[src/rtl/srf_pkg.sv]
`timescale 1ns / 1ps
// Shared definitions for the sample ring FIFO: defaults, operation codes and sequencer states.
// No dependencies; every other file of the block except srf_cfg_if imports this package.
package srf_pkg;

    localparam int STORE_DEPTH_DEF  = 1024;
    localparam int SAMPLE_WIDTH_DEF = 32;
    localparam int CAPACITY_RESET   = 1024;
    localparam int OP_WIDTH         = 3;

    typedef enum logic [OP_WIDTH-1:0] {
        OP_PUSH  = 3'd0,
        OP_FILL  = 3'd1,
        OP_POP   = 3'd2,
        OP_DROP  = 3'd3,
        OP_PEEK  = 3'd4,
        OP_CLEAR = 3'd5
    } srf_op_t;

    typedef enum logic [1:0] {
        ST_IDLE,
        ST_EXEC,
        ST_WRITE,
        ST_RESULT
    } srf_state_t;

endpackage

[src/rtl/srf_req_if.sv]
`timescale 1ns / 1ps
// Request channel of the sample ring FIFO: operation, sample word and amount.
// Depends on srf_pkg for the operation field width.
interface srf_req_if
    import srf_pkg::*;
#(
    parameter int SAMPLE_WIDTH = SAMPLE_WIDTH_DEF,
    parameter int COUNT_WIDTH  = 11
);
    logic                    valid;
    logic                    ready;
    logic [OP_WIDTH-1:0]     operation;
    logic [SAMPLE_WIDTH-1:0] sample_in;
    logic [COUNT_WIDTH-1:0]  amount;

    modport source (output valid, operation, sample_in, amount, input ready);
    modport sink   (input valid, operation, sample_in, amount, output ready);
endinterface

[src/rtl/srf_rsp_if.sv]
`timescale 1ns / 1ps
// Result channel of the sample ring FIFO: sample word, occupancy, count done, empty flag.
// Depends on srf_pkg for default widths.
interface srf_rsp_if
    import srf_pkg::*;
#(
    parameter int SAMPLE_WIDTH = SAMPLE_WIDTH_DEF,
    parameter int COUNT_WIDTH  = 11
);
    logic                    valid;
    logic                    ready;
    logic [SAMPLE_WIDTH-1:0] sample_out;
    logic [COUNT_WIDTH-1:0]  occupancy;
    logic [COUNT_WIDTH-1:0]  amount_done;
    logic                    was_empty;

    modport source (output valid, sample_out, occupancy, amount_done, was_empty, input ready);
    modport sink   (input valid, sample_out, occupancy, amount_done, was_empty, output ready);
endinterface

[src/rtl/srf_ctrl.sv]
`timescale 1ns / 1ps
// Sequencer of the ring FIFO: pointers, fill count, operation execution and result register.
// Depends on srf_pkg, srf_req_if and srf_rsp_if; drives the srf_store ports.
module srf_ctrl
    import srf_pkg::*;
#(
    parameter int STORE_DEPTH  = STORE_DEPTH_DEF,
    parameter int SAMPLE_WIDTH = SAMPLE_WIDTH_DEF,
    localparam int PTR_WIDTH   = $clog2(STORE_DEPTH),
    localparam int COUNT_WIDTH = $clog2(STORE_DEPTH + 1)
)
(
    input  logic                    clk,
    input  logic                    rst_n,
    input  logic [COUNT_WIDTH-1:0]  cap_eff,
    srf_req_if.sink                 req,
    srf_rsp_if.source               rsp,
    output logic                    wr_en,
    output logic [PTR_WIDTH-1:0]    wr_addr,
    output logic [SAMPLE_WIDTH-1:0] wr_data,
    output logic                    rd_en,
    output logic [PTR_WIDTH-1:0]    rd_addr,
    input  logic [SAMPLE_WIDTH-1:0] rd_data
);

    localparam int SUM_WIDTH = COUNT_WIDTH + 1;
    localparam logic [COUNT_WIDTH-1:0] DEPTH_C = COUNT_WIDTH'(STORE_DEPTH);
    localparam logic [PTR_WIDTH-1:0]   PTR_LAST = PTR_WIDTH'(STORE_DEPTH - 1);
    localparam logic [SUM_WIDTH-1:0]   DEPTH_S = SUM_WIDTH'(STORE_DEPTH);

    srf_state_t state_reg, state_next;

    logic [OP_WIDTH-1:0]     op_reg, op_next;
    logic [SAMPLE_WIDTH-1:0] sample_reg, sample_next;
    logic [COUNT_WIDTH-1:0]  amount_reg, amount_next;
    logic [PTR_WIDTH-1:0]    rp_reg, rp_next;
    logic [PTR_WIDTH-1:0]    wp_reg, wp_next;
    logic [COUNT_WIDTH-1:0]  count_reg, count_next;
    logic [COUNT_WIDTH-1:0]  done_reg, done_next;
    logic [SAMPLE_WIDTH-1:0] result_reg, result_next;
    logic                    empty_reg, empty_next;

    logic                    rsp_valid_reg, rsp_valid_next;
    logic [SAMPLE_WIDTH-1:0] rsp_sample_reg, rsp_sample_next;
    logic [COUNT_WIDTH-1:0]  rsp_occ_reg, rsp_occ_next;
    logic [COUNT_WIDTH-1:0]  rsp_done_reg, rsp_done_next;
    logic                    rsp_empty_reg, rsp_empty_next;

    logic [COUNT_WIDTH-1:0]  limit;
    logic [COUNT_WIDTH-1:0]  drop_n;
    logic [SUM_WIDTH-1:0]    rp_sum;

    always_ff @(posedge clk or negedge rst_n)
    begin
        if (!rst_n)
        begin
            state_reg     <= ST_IDLE;
            rp_reg        <= '0;
            wp_reg        <= '0;
            count_reg     <= '0;
            rsp_valid_reg <= 1'b0;
        end
        else
        begin
            state_reg     <= state_next;
            rp_reg        <= rp_next;
            wp_reg        <= wp_next;
            count_reg     <= count_next;
            rsp_valid_reg <= rsp_valid_next;
        end
    end

    always_ff @(posedge clk)
    begin
        op_reg         <= op_next;
        sample_reg     <= sample_next;
        amount_reg     <= amount_next;
        done_reg       <= done_next;
        result_reg     <= result_next;
        empty_reg      <= empty_next;
        rsp_sample_reg <= rsp_sample_next;
        rsp_occ_reg    <= rsp_occ_next;
        rsp_done_reg   <= rsp_done_next;
        rsp_empty_reg  <= rsp_empty_next;
    end

    // Push writes at most one copy; fill with amount zero runs until the FIFO is full.
    assign limit = (srf_op_t'(op_reg) == OP_PUSH) ? COUNT_WIDTH'(1)
                 : ((amount_reg == '0) ? DEPTH_C : amount_reg);

    assign drop_n = (amount_reg < count_reg) ? amount_reg : count_reg;

    always_comb
    begin
        state_next      = state_reg;
        op_next         = op_reg;
        sample_next     = sample_reg;
        amount_next     = amount_reg;
        rp_next         = rp_reg;
        wp_next         = wp_reg;
        count_next      = count_reg;
        done_next       = done_reg;
        result_next     = result_reg;
        empty_next      = empty_reg;
        rsp_valid_next  = rsp_valid_reg;
        rsp_sample_next = rsp_sample_reg;
        rsp_occ_next    = rsp_occ_reg;
        rsp_done_next   = rsp_done_reg;
        rsp_empty_next  = rsp_empty_reg;
        req.ready       = 1'b0;
        wr_en           = 1'b0;
        wr_addr         = wp_reg;
        wr_data         = sample_reg;
        rd_en           = 1'b0;
        rd_addr         = rp_reg;
        rp_sum          = SUM_WIDTH'(rp_reg) + SUM_WIDTH'(drop_n);

        if (rsp_valid_reg && rsp.ready)
        begin
            rsp_valid_next = 1'b0;
        end

        case (state_reg)
            ST_IDLE:
            begin
                req.ready = 1'b1;
                if (req.valid)
                begin
                    op_next     = req.operation;
                    sample_next = req.sample_in;
                    amount_next = req.amount;
                    done_next   = '0;
                    result_next = '0;
                    empty_next  = (count_reg == '0);
                    // The oldest entry is fetched for every item; only pop and peek use it.
                    rd_en       = 1'b1;
                    state_next  = ST_EXEC;
                end
            end

            ST_EXEC:
            begin
                state_next = ST_RESULT;
                case (srf_op_t'(op_reg))
                    OP_PUSH, OP_FILL:
                    begin
                        state_next = ST_WRITE;
                    end
                    OP_POP:
                    begin
                        if (!empty_reg)
                        begin
                            result_next = rd_data;
                            rp_next     = (rp_reg == PTR_LAST) ? '0 : rp_reg + PTR_WIDTH'(1);
                            count_next  = count_reg - COUNT_WIDTH'(1);
                            done_next   = COUNT_WIDTH'(1);
                        end
                    end
                    OP_PEEK:
                    begin
                        if (!empty_reg)
                        begin
                            result_next = rd_data;
                        end
                    end
                    OP_DROP:
                    begin
                        if (rp_sum >= DEPTH_S)
                        begin
                            rp_sum = rp_sum - DEPTH_S;
                        end
                        rp_next    = rp_sum[PTR_WIDTH-1:0];
                        count_next = count_reg - drop_n;
                        done_next  = drop_n;
                    end
                    OP_CLEAR:
                    begin
                        done_next  = count_reg;
                        count_next = '0;
                        rp_next    = '0;
                        wp_next    = '0;
                    end
                    default:
                    begin
                    end
                endcase
            end

            ST_WRITE:
            begin
                if ((count_reg < cap_eff) && (done_reg < limit))
                begin
                    wr_en      = 1'b1;
                    wp_next    = (wp_reg == PTR_LAST) ? '0 : wp_reg + PTR_WIDTH'(1);
                    count_next = count_reg + COUNT_WIDTH'(1);
                    done_next  = done_reg + COUNT_WIDTH'(1);
                end
                else
                begin
                    state_next = ST_RESULT;
                end
            end

            ST_RESULT:
            begin
                if (!rsp_valid_reg || rsp.ready)
                begin
                    rsp_valid_next  = 1'b1;
                    rsp_sample_next = result_reg;
                    rsp_occ_next    = count_reg;
                    rsp_done_next   = done_reg;
                    rsp_empty_next  = empty_reg;
                    state_next      = ST_IDLE;
                end
            end

            default:
            begin
                state_next = ST_IDLE;
            end
        endcase
    end

    assign rsp.valid       = rsp_valid_reg;
    assign rsp.sample_out  = rsp_sample_reg;
    assign rsp.occupancy   = rsp_occ_reg;
    assign rsp.amount_done = rsp_done_reg;
    assign rsp.was_empty   = rsp_empty_reg;

endmodule

[src/flat_wrapper.sv]
// flat-port wrapper written by rule: the top's interface ports become plain ports
module srf_ctrl_flat import srf_pkg::*;
#(
    parameter int STORE_DEPTH  = STORE_DEPTH_DEF,
    parameter int SAMPLE_WIDTH = SAMPLE_WIDTH_DEF,
    localparam int PTR_WIDTH   = $clog2(STORE_DEPTH),
    localparam int COUNT_WIDTH = $clog2(STORE_DEPTH + 1)
)
  (clk, rst_n, cap_eff, wr_en, wr_addr, wr_data, rd_en, rd_addr, rd_data, req_valid, req_operation, req_sample_in, req_amount, req_ready, rsp_valid, rsp_sample_out, rsp_occupancy, rsp_amount_done, rsp_was_empty, rsp_ready);
  srf_req_if #(.SAMPLE_WIDTH(SAMPLE_WIDTH)) req_i ();
  srf_rsp_if #(.SAMPLE_WIDTH(SAMPLE_WIDTH)) rsp_i ();
  input  logic clk;
  input  logic rst_n;
  input  logic [COUNT_WIDTH-1:0] cap_eff;
  output logic wr_en;
  output logic [PTR_WIDTH-1:0] wr_addr;
  output logic [SAMPLE_WIDTH-1:0] wr_data;
  output logic rd_en;
  output logic [PTR_WIDTH-1:0] rd_addr;
  input  logic [SAMPLE_WIDTH-1:0] rd_data;
  input wire logic [$bits(req_i.valid)-1:0] req_valid;
  input wire logic [$bits(req_i.operation)-1:0] req_operation;
  input wire logic [$bits(req_i.sample_in)-1:0] req_sample_in;
  input wire logic [$bits(req_i.amount)-1:0] req_amount;
  output wire logic [$bits(req_i.ready)-1:0] req_ready;
  output wire logic [$bits(rsp_i.valid)-1:0] rsp_valid;
  output wire logic [$bits(rsp_i.sample_out)-1:0] rsp_sample_out;
  output wire logic [$bits(rsp_i.occupancy)-1:0] rsp_occupancy;
  output wire logic [$bits(rsp_i.amount_done)-1:0] rsp_amount_done;
  output wire logic [$bits(rsp_i.was_empty)-1:0] rsp_was_empty;
  input wire logic [$bits(rsp_i.ready)-1:0] rsp_ready;
  assign req_i.valid = req_valid;
  assign req_i.operation = req_operation;
  assign req_i.sample_in = req_sample_in;
  assign req_i.amount = req_amount;
  assign req_ready = req_i.ready;
  assign rsp_valid = rsp_i.valid;
  assign rsp_sample_out = rsp_i.sample_out;
  assign rsp_occupancy = rsp_i.occupancy;
  assign rsp_amount_done = rsp_i.amount_done;
  assign rsp_was_empty = rsp_i.was_empty;
  assign rsp_i.ready = rsp_ready;
  srf_ctrl #(.STORE_DEPTH(STORE_DEPTH), .SAMPLE_WIDTH(SAMPLE_WIDTH)) u_core (.clk(clk), .rst_n(rst_n), .cap_eff(cap_eff), .req(req_i), .rsp(rsp_i), .wr_en(wr_en), .wr_addr(wr_addr), .wr_data(wr_data), .rd_en(rd_en), .rd_addr(rd_addr), .rd_data(rd_data));
endmodule
[config.mk]
export PLATFORM = sky130hd
export DESIGN_NAME = srf_ctrl_flat
export DESIGN_NICKNAME = d
export VERILOG_FILES = /design/src/rtl/srf_pkg.sv /design/src/rtl/srf_req_if.sv /design/src/rtl/srf_rsp_if.sv /design/src/rtl/srf_ctrl.sv /design/src/flat_wrapper.sv
export SDC_FILE = /design/constraint.sdc
export NUM_CORES = 1
export LEC_CHECK = 0
export BUFFER_PORTS_ARGS = -buffer_cell sky130_fd_sc_hd__buf_2
export CORE_ASPECT_RATIO = 1.4
export CORE_MARGIN = 1.5
export CORE_UTILIZATION = 49
export DETAILED_ROUTE_END_ITERATION = 10
export GPL_ROUTABILITY_DRIVEN = 0
export PLACE_DENSITY = 0.82
export SLEW_MARGIN = 30
export SYNTH_ARGS = -nofsm -noshare
export SYNTH_HDL_FRONTEND = slang
export SYNTH_SLANG_ARGS = --single-unit
[constraint.sdc]
create_clock -name clk -period 3.6 [get_ports clk]
set_clock_uncertainty 0.1 [all_clocks]
set_input_delay 0.72 -clock clk [delete_from_list [all_inputs] [get_ports clk]]
set_output_delay 0.72 -clock clk [all_outputs]
set_load 0.03 [all_outputs]
==> results of run 1 <==
==> worst paths after layout <==
kind / start / end / slack, ns / cells past startpoint
worst max-delay path: u_core.count_reg[6] / u_core.count_reg[5] / -0.33 / 18
worst max register to register: u_core.count_reg[6] / u_core.count_reg[5] / -0.33 / 18
worst min register to register: u_core.result_reg[9] / u_core.rsp.sample_out[9] / 0.32 / 0
worst min-delay path: rst_n / u_core.wr_addr[5] / 0.30 / 1
min in group clk: u_core.result_reg[9] / u_core.rsp.sample_out[9] / 0.32 / 0
max in group asynchronous: rst_n / u_core.count_reg[9] / 2.52 / 1
==> cell families after synthesis <==
family	count (synthesis)	synth area share (%)
AOI/OAI and AO/OA	159	12.15
xor gates and xnor gates	22	2.298
adders and majority gates	60	8.471
buffers and inverters	59	2.630
DFF	179	57.58
muxes	18	2.201
and+or+nand+nor	254	14.67
==> cell usage after synthesis (all sizes together), types with 4 or more instances <==
library cell,instances,area share (%)
nor2b,9,0.62
nand4,5,0.35
o21a,7,0.58
a22oi,10,0.83
o221ai,5,0.48
nor3,14,0.78
xor2,12,1.2
mux2i,6,0.66
a21oi,40,2.2
o311ai,4,0.39
dfrtp,34,9.4
o22ai,10,0.69
a21o,6,0.50
mux2,12,1.5
a31oi,6,0.58
nand3,26,1.4
and2,38,2.6
a211oi,4,0.33
edfxtp,145,48
inv,36,1.5
o32ai,5,0.48
o21ai,34,2.1
nor4,9,0.79
and3,12,0.83
xnor2,9,0.87
buf,4,0.35
ha,58,8.0
nor3b,7,0.58
clkbuf,19,0.79
nand2b,13,0.90
nand2,65,2.7
nor2,41,1.7
==> per-layer routing <==
metal / vias up / global-route usage [%]
li1: 3378 / -
met1: 3595 / 26.64
met2: 513 / 42.85
met3: 146 / 5.556
met4: 0 / 16.52
met5: - / 0
==> cell usage in the layout (no fill, tap or decap), drive strengths merged, types with 7 or more instances in the layout <==
cell      n
mux2     12
xor2     12
a21oi    40
nor2b     9
o21a      7
a22oi    10
ha       58
nand3    26
clkbuf   17
nor4      9
nor2     41
o22ai    10
edfxtp  145
and2     38
nor3     14
o21ai    34
nand2b   13
and3     12
dfrtp    34
buf     282
inv      44
nand2    65
xnor2     9
nor3b     7
==> through the flow <==
step                      utilization, %  cell area, µm²  std cells  hold WS (ns)  power [µW]
after floorplan                        -            9064        751        0.3003        7316
after global placement             59.92           10780       1234        0.3004        9108
after detailed placement           59.92           10780       1234        0.3045        9284
after CTS                          63.90           11500       1272        0.3086       11290
after global routing               66.32           11940       1282        0.3243       12660
final                              66.32           11940       1282        0.2952       12110
==> power groups by stage <==
stage	Combinational [µW]	Clock [µW]	Sequential (µW)
finish	6660	1840	3610
global route	7040	1950	3670
CTS	5830	1870	3590
detailed placement	5660	0	3630
global placement	5520	0	3590
floorplan	2950	0	4360
==> worst max-delay path: stages (launching register included) <==
cell	delay, ns
dfrtp_1	0.39
inv_1	0.23
ha_4	0.27
a21oi_2	0.22
o21ai_4	0.12
a21oi_2	0.19
o21ai_2	0.14
buf_6	0.17
mux2i_4	0.20
nor2_4	0.13
inv_2	0.05
ha_4	0.20
nor2b_4	0.12
o31a_1	0.31
o21ai_2	0.17
nor2b_1	0.26
xnor2_1	0.14
a21oi_1	0.23
o32ai_1	0.14
==> what timing repair did <==
item / in CTS / in global routing
endpoints found under the setup margin: 10 / 25
pin swaps: 12 / 36
gates resized for setup: 21 / 72
hold endpoints to repair: 0 / 0
buffers inserted: 6 / 10
gates cloned: 0 / 0
==> final cells by class <==
| cell class | count | area share (%) |
|---|---|---|
| clock buffer | 17 | 3.564 |
| inverter | 36 | 1.132 |
| tap | 240 | 2.516 |
| timing repair buffer | 282 | 14.09 |
| multi-input combinational | 513 | 33.64 |
| sequential | 179 | 43.61 |
| clock inverter | 15 | 1.457 |
==> summary.md, run 1 <==
| Metric | Value |
|---|---|
| Pre-CTS setup slack | -0.1094 ns |
| Peak supply drop | 506.4 µV |
| Maximum level of the CTS H-tree | 4 |
| Portion of total power attributed to sequential cells | between 20% and 30% |
| Final worst-path cycle share | 109.2% |
| Port Buffers | ~200 |
| Top_reg_cell synth | edfxtp_1 |
| Average detailed-routed wire length per instance | 19.79 µm |
| Longest Clk Path Bufs | 2 |
| Setup slack of the critical path after layout | -0.3320 ns |
| Highest metal layer used by the detailed router | met4 |
| Synthesized area per cell | between 10 and 15 µm² |
| Hold Path Class | input port to asynchronous set/reset pin |
| Power density normalized to cell area | 1015 mW/mm² |
| Yosys warns | 0 |
| Remaining routing DRC violations | 0 |
| Count of boundary I/O pins | 204 |
| Die boundary width | between 100 and 150 µm |
| Count of mapped cells out of synthesis | 751 |
| Met1 Wirelength | between 8 and 9 mm |
| Fin nets | 1,182 |
| Arrival @ worst endpoint | 4.12 ns |
| Max-slew headroom | 39.89% |
| Leakage component of the power | 0.004967 µW |
| Total of max-cap violations | 0 |
| Number of diodes added for antenna fixing | 0 |
| Drt initial violations | 904 |
| Clock-pin slew on the worst setup and hold paths | ~0.07 ns |
| TritonCTS Buffers | 17 |
| P_int | a little under 7000 µW |
| Switching Share | 44.51% |
| Die boundary height | 163.7 µm |
| Clk pwr share | 15.2% |
| Overall routed net length | ~25 mm |
| Violated checks | setup timing |
| Endpoint class of the critical path | flip-flop |
| Clock sink count | 179 |
| Net switching power | 5392 µW |
| TritonCTS clock tree | built |
| Clk_lat worst skew | 0.44 ns |
| Met2 layer wire length in the routed design | 12.53 mm |
| Number of vias after detailed routing | between 7,000 and 8,000 |
| DP Wirelength | 17.18 mm |
| Async set-or-reset flop fraction in the synthesized netlist | 18.99% |
| Hold buffers post-CTS | 0 |
| Post-synthesis instance area | between 0.009 and 0.01 mm² |
| Met3 routed wirelength | 2.208 mm |
| Number of different library cells in the post-synthesis netlist | 75 |
| Transition time of the tightest slew-check pin | 0.9017 ns |
| Initial antenna violation count | 0 |
| Effective utilization at floorplan | between 50% and 60% |
| Via-to-Cell Ratio | between 5 and 6 |
| Maximum number of pins on one net before global-route repair | 48 |
| GR Overflow Total | 0 |
| Layout fillers | about 1,400 |
| Number of flops mapped to enable cells by yosys | between 100 and 150 |
| Vias in the first global route | 7,309 |
| Total setup violations reported at the end of the flow | 13 |
| Sequential area share after synthesis | 57.58% |
| Wire length of the first global-routing pass | 36.45 mm |
| Fin. Hold Viols | 0 |
| Syn Nets | roughly 900 |
| Maximum clock frequency | 0.2543 GHz |
| Number of flip-flops and latches in the synthesized netlist | 179 |
| Post-layout min period | about 4 ns |
| Comb power frac | 55.0% |
| Aggregate global-route resource usage | 24.50% |
| Antenna violation net count after detailed routing | 0 |
| Area occupied by registers | 0.005205 mm² |
| Overall die area | 0.01928 mm² |
| Data required time at the worst endpoint | 3.78 ns |
| Detailed-routing iteration count for the pre-antenna-repair pass | 5 |
| Startpoint types | flip-flop |
| CP Max Fanout | 4 |
| Synthesis-to-layout area growth | 32.04% |
| Buffer cell driving the clock tree root | clkbuf_16 |
| Post-route setup TNS | -2.174 ns |
| Fraction of layout instances using a drive strength above 1 | 38.20% |
| Area taken by multi-input logic gates | around 0.004 mm² |
| Type of the setup path with the least slack | flip-flop to flip-flop |
| Core area | 0.01800 mm² |
| Setup repair after global routing missed its margin | true |
| Final Slew Violations | 0 |
| Status | complete, but fails checks |
| Number of cell rows | 58 |
No activity file was read; power rests on OpenSTA's default activity.
==> run 2: changes to the inputs <==
--- a/config.mk
+++ b/config.mk
@@ -12,6 +12,7 @@
 export DETAILED_ROUTE_END_ITERATION = 10
 export GPL_ROUTABILITY_DRIVEN = 0
 export PLACE_DENSITY = 0.82
+export SKIP_CTS_REPAIR_TIMING = 1
 export SLEW_MARGIN = 30
 export SYNTH_ARGS = -nofsm -noshare
 export SYNTH_HDL_FRONTEND = slang
==> constraint.sdc (replaced) <==
create_clock -name clk -period 3.6 [get_ports clk]
set_clock_uncertainty 0.1 [all_clocks]
set_input_delay 0.72 -clock clk [delete_from_list [all_inputs] [get_ports clk]]
set_output_delay 0.72 -clock clk [all_outputs]
set_load 0.05 [all_outputs]
==> summary.md, run 2 (same netlist as run 1, synthesis figures left out) <==
| Metric | Value |
|---|---|
| Status | complete, but fails checks |
| Violated checks | setup timing |
| Antenna violation net count after detailed routing | 0 |
| Met2 layer wire length in the routed design | 11.46 mm |
| DP Wirelength | 16.20 mm |
| Data required time at the worst endpoint | between 2 and 3 ns |
| Fraction of layout instances using a drive strength above 1 | 35.62% |
| Fin nets | between 1,000 and 1,500 |
| Count of boundary I/O pins | around 200 |
| Placed cell areas | about 0.011 mm² |
| Core area | 0.01800 mm² |
| Area occupied by registers | about 0.0052 mm² |
| Synthesis-to-layout area growth | 29.30% |
| Buf/Inv on CP | 2 |
| Transition time of the tightest slew-check pin | between 0.8 and 0.9 ns |
| Leakage component of the power | 0.004850 µW |
| Endpoint class of the critical path | primary output |
| Crit path largest cell delay | around 0.45 ns |
| Highest metal layer used by the detailed router | met4 |
| CP Max Fanout | 4 |
| Slowest cell on the critical path | edfxtp_1 |
| Setup repair after global routing missed its margin | true |
| Overall die area | 0.01928 mm² |
| Overall routed net length | 23.24 mm |
| Drt initial violations | 701 |
| Vias in the first global route | 6,869 |
| Layout fillers | 1,349 |
| Detailed-routing iteration count for the pre-antenna-repair pass | 5 |
| GR Overflow Total | 0 |
| Peak supply drop | 497.9 µV |
| Cells along the critical path | buf_6 -> or4_4 -> nor4_4 -> o21ai_1 -> ha_1 -> and4_1 -> o21ai_4 -> nand2_2 -> nor2_4 -> buf_8 |
| Fin. Hold Viols | 0 |
| Buffer cell driving the clock tree root | clkbuf_16 |
| Final cell count without fillers | 1,262 |
| Longest Clk Path Bufs | 2 |
| Port Buffers | 203 |
| Wire length of the first global-routing pass | 34.84 mm |
| Initial antenna violation count | 0 |
| Number of cell rows | 58 |
| Leading cell types in the layout, fill and taps excluded | 202 x buf_2, 145 x edfxtp_1, 62 x nand2_1 |
| Met3 routed wirelength | between 1.5 and 2 mm |
| Clock-pin slew on the worst setup and hold paths | 0.07 ns |
| Clock sink count | 179 |
| Total of max-cap violations | 0 |
| Number of diodes added for antenna fixing | 0 |
| TritonCTS Buffers | 17 |
| Share of the core filled with cells in the final layout | 64.95% |
| Met1 Wirelength | 8.672 mm |
| Area taken by multi-input logic gates | 0.003930 mm² |
| Final Slew Violations | 0 |
| Commonest non-fill, non-tap cell in the layout | buf_2 |
| Gate family responsible for the most delay along the worst path | simple AND/OR/NAND/NOR gates |
| Final worst-path cycle share | 104.3% |
| Worst setup path startpoint | u_core.amount_reg[7] |
| Critical R2R Launch | u_core.amount_reg[7] |
| Via-to-Cell Ratio | roughly 5.8 |
| Maximum level of the CTS H-tree | 4 |
| Arrival @ worst endpoint | 2.94 ns |
| Die boundary height | 163.7 µm |
| Max-slew headroom | 41.68% |
| Hold Path Class | input port to asynchronous set/reset pin |
| Maximum number of pins on one net before global-route repair | 39 |
| Total setup violations reported at the end of the flow | 3 |
| Remaining routing DRC violations | 0 |
| Path length in cells of the critical path | 10 |
| Design Area, Final | about 0.012 mm² |
| Die boundary width | 117.8 µm |
| End point of the critical path | wr_en |
| Setup slack of the critical path after layout | -0.1551 ns |
| Average detailed-routed wire length per instance | 18.41 µm |
| Setup slack, reg-to-reg | -0.01 ns |
| Post-layout min period | 3.755 ns |
| Type of the setup path with the least slack | flip-flop to primary output |
| R2r worst-path depth | 18 |
| Startpoint types | flip-flop |
| TritonCTS clock tree | built |
| Number of vias after detailed routing | 7,296 |
| Maximum clock frequency | 0.2663 GHz |
| Pre-CTS setup slack | -0.08274 ns |
| Placed instance count | roughly 1,200 |
| Effective utilization at floorplan | approximately 50% |
| Power density normalized to cell area | 1041 mW/mm² |
| Aggregate global-route resource usage | 23.27% |
| Clk_lat worst skew | 0.44 ns |
| Worst reg2reg path endpoint | u_core.rd_addr[6] |
-- run 2: layout make-up --
type / count / share of cell area [%]
sequential: 179 / 44.53
multi-input combinational: 513 / 33.62
timing repair buffer: 262 / 12.80
clock buffer: 17 / 3.639
tap: 240 / 2.569
clock inverter: 15 / 1.681
inverter: 36 / 1.156
-- run 2: layer usage --
metal / up-vias / GRT usage [%]
met5: - / 0
met4: 0 / 12.25
met3: 110 / 5.000
met2: 470 / 40.59
met1: 3378 / 27.03
li1: 3338 / -
-- run 2: power breakdown --
part	total [µW]	switching [µW]	internal [µW]
combinational	6650	4310	2330
clock	1910	852	1060
sequential	3610	415	3190
total	12200	5580	6590
-- run 2: how the worst min path moves through the flow --
stage	startpoint	endpoint	slack [ns]	depth (start not counted)
detailed placement	u_core.result_reg[18]	u_core.rsp.sample_out[18]	0.30	0
finish	rst_n	u_core.wr_addr[7]	0.30	1
floorplan	u_core.result_reg[0]	u_core.rsp.sample_out[0]	0.30	0
global route	u_core.result_reg[12]	u_core.rsp.sample_out[12]	0.33	0
CTS	rst_n	u_core.wr_addr[7]	0.31	1
global placement	u_core.result_reg[10]	u_core.rsp.sample_out[10]	0.30	0
-- run 2: worst reg2reg max path, stage by stage, from the launching register on --
cell and delay, ns:
edfxtp_1 0.45, buf_4 0.17, ha_1 0.18, a21oi_2 0.12, nor2_1 0.06, a211oi_2 0.23
o21ai_2 0.10, buf_4 0.16, mux2i_4 0.19, inv_1 0.12, ha_4 0.19, fa_2 0.37
a21o_1 0.18, a21oi_2 0.17, nor2b_2 0.06, o21ai_2 0.17, nor2b_4 0.18, xor2_1 0.17
o221ai_1 0.12
-- run 2: stage by stage --
step / TNS (ns) / total power (µW) / hold slack [ns]
floorplan: -0.1026 / 7907 / 0.3003
global placement: 0 / 9384 / 0.3015
detailed placement: -0.2736 / 9528 / 0.3045
CTS: -1.097 / 11480 / 0.3073
global route: -1.459 / 12790 / 0.3301
finish: -0.1723 / 12170 / 0.2994
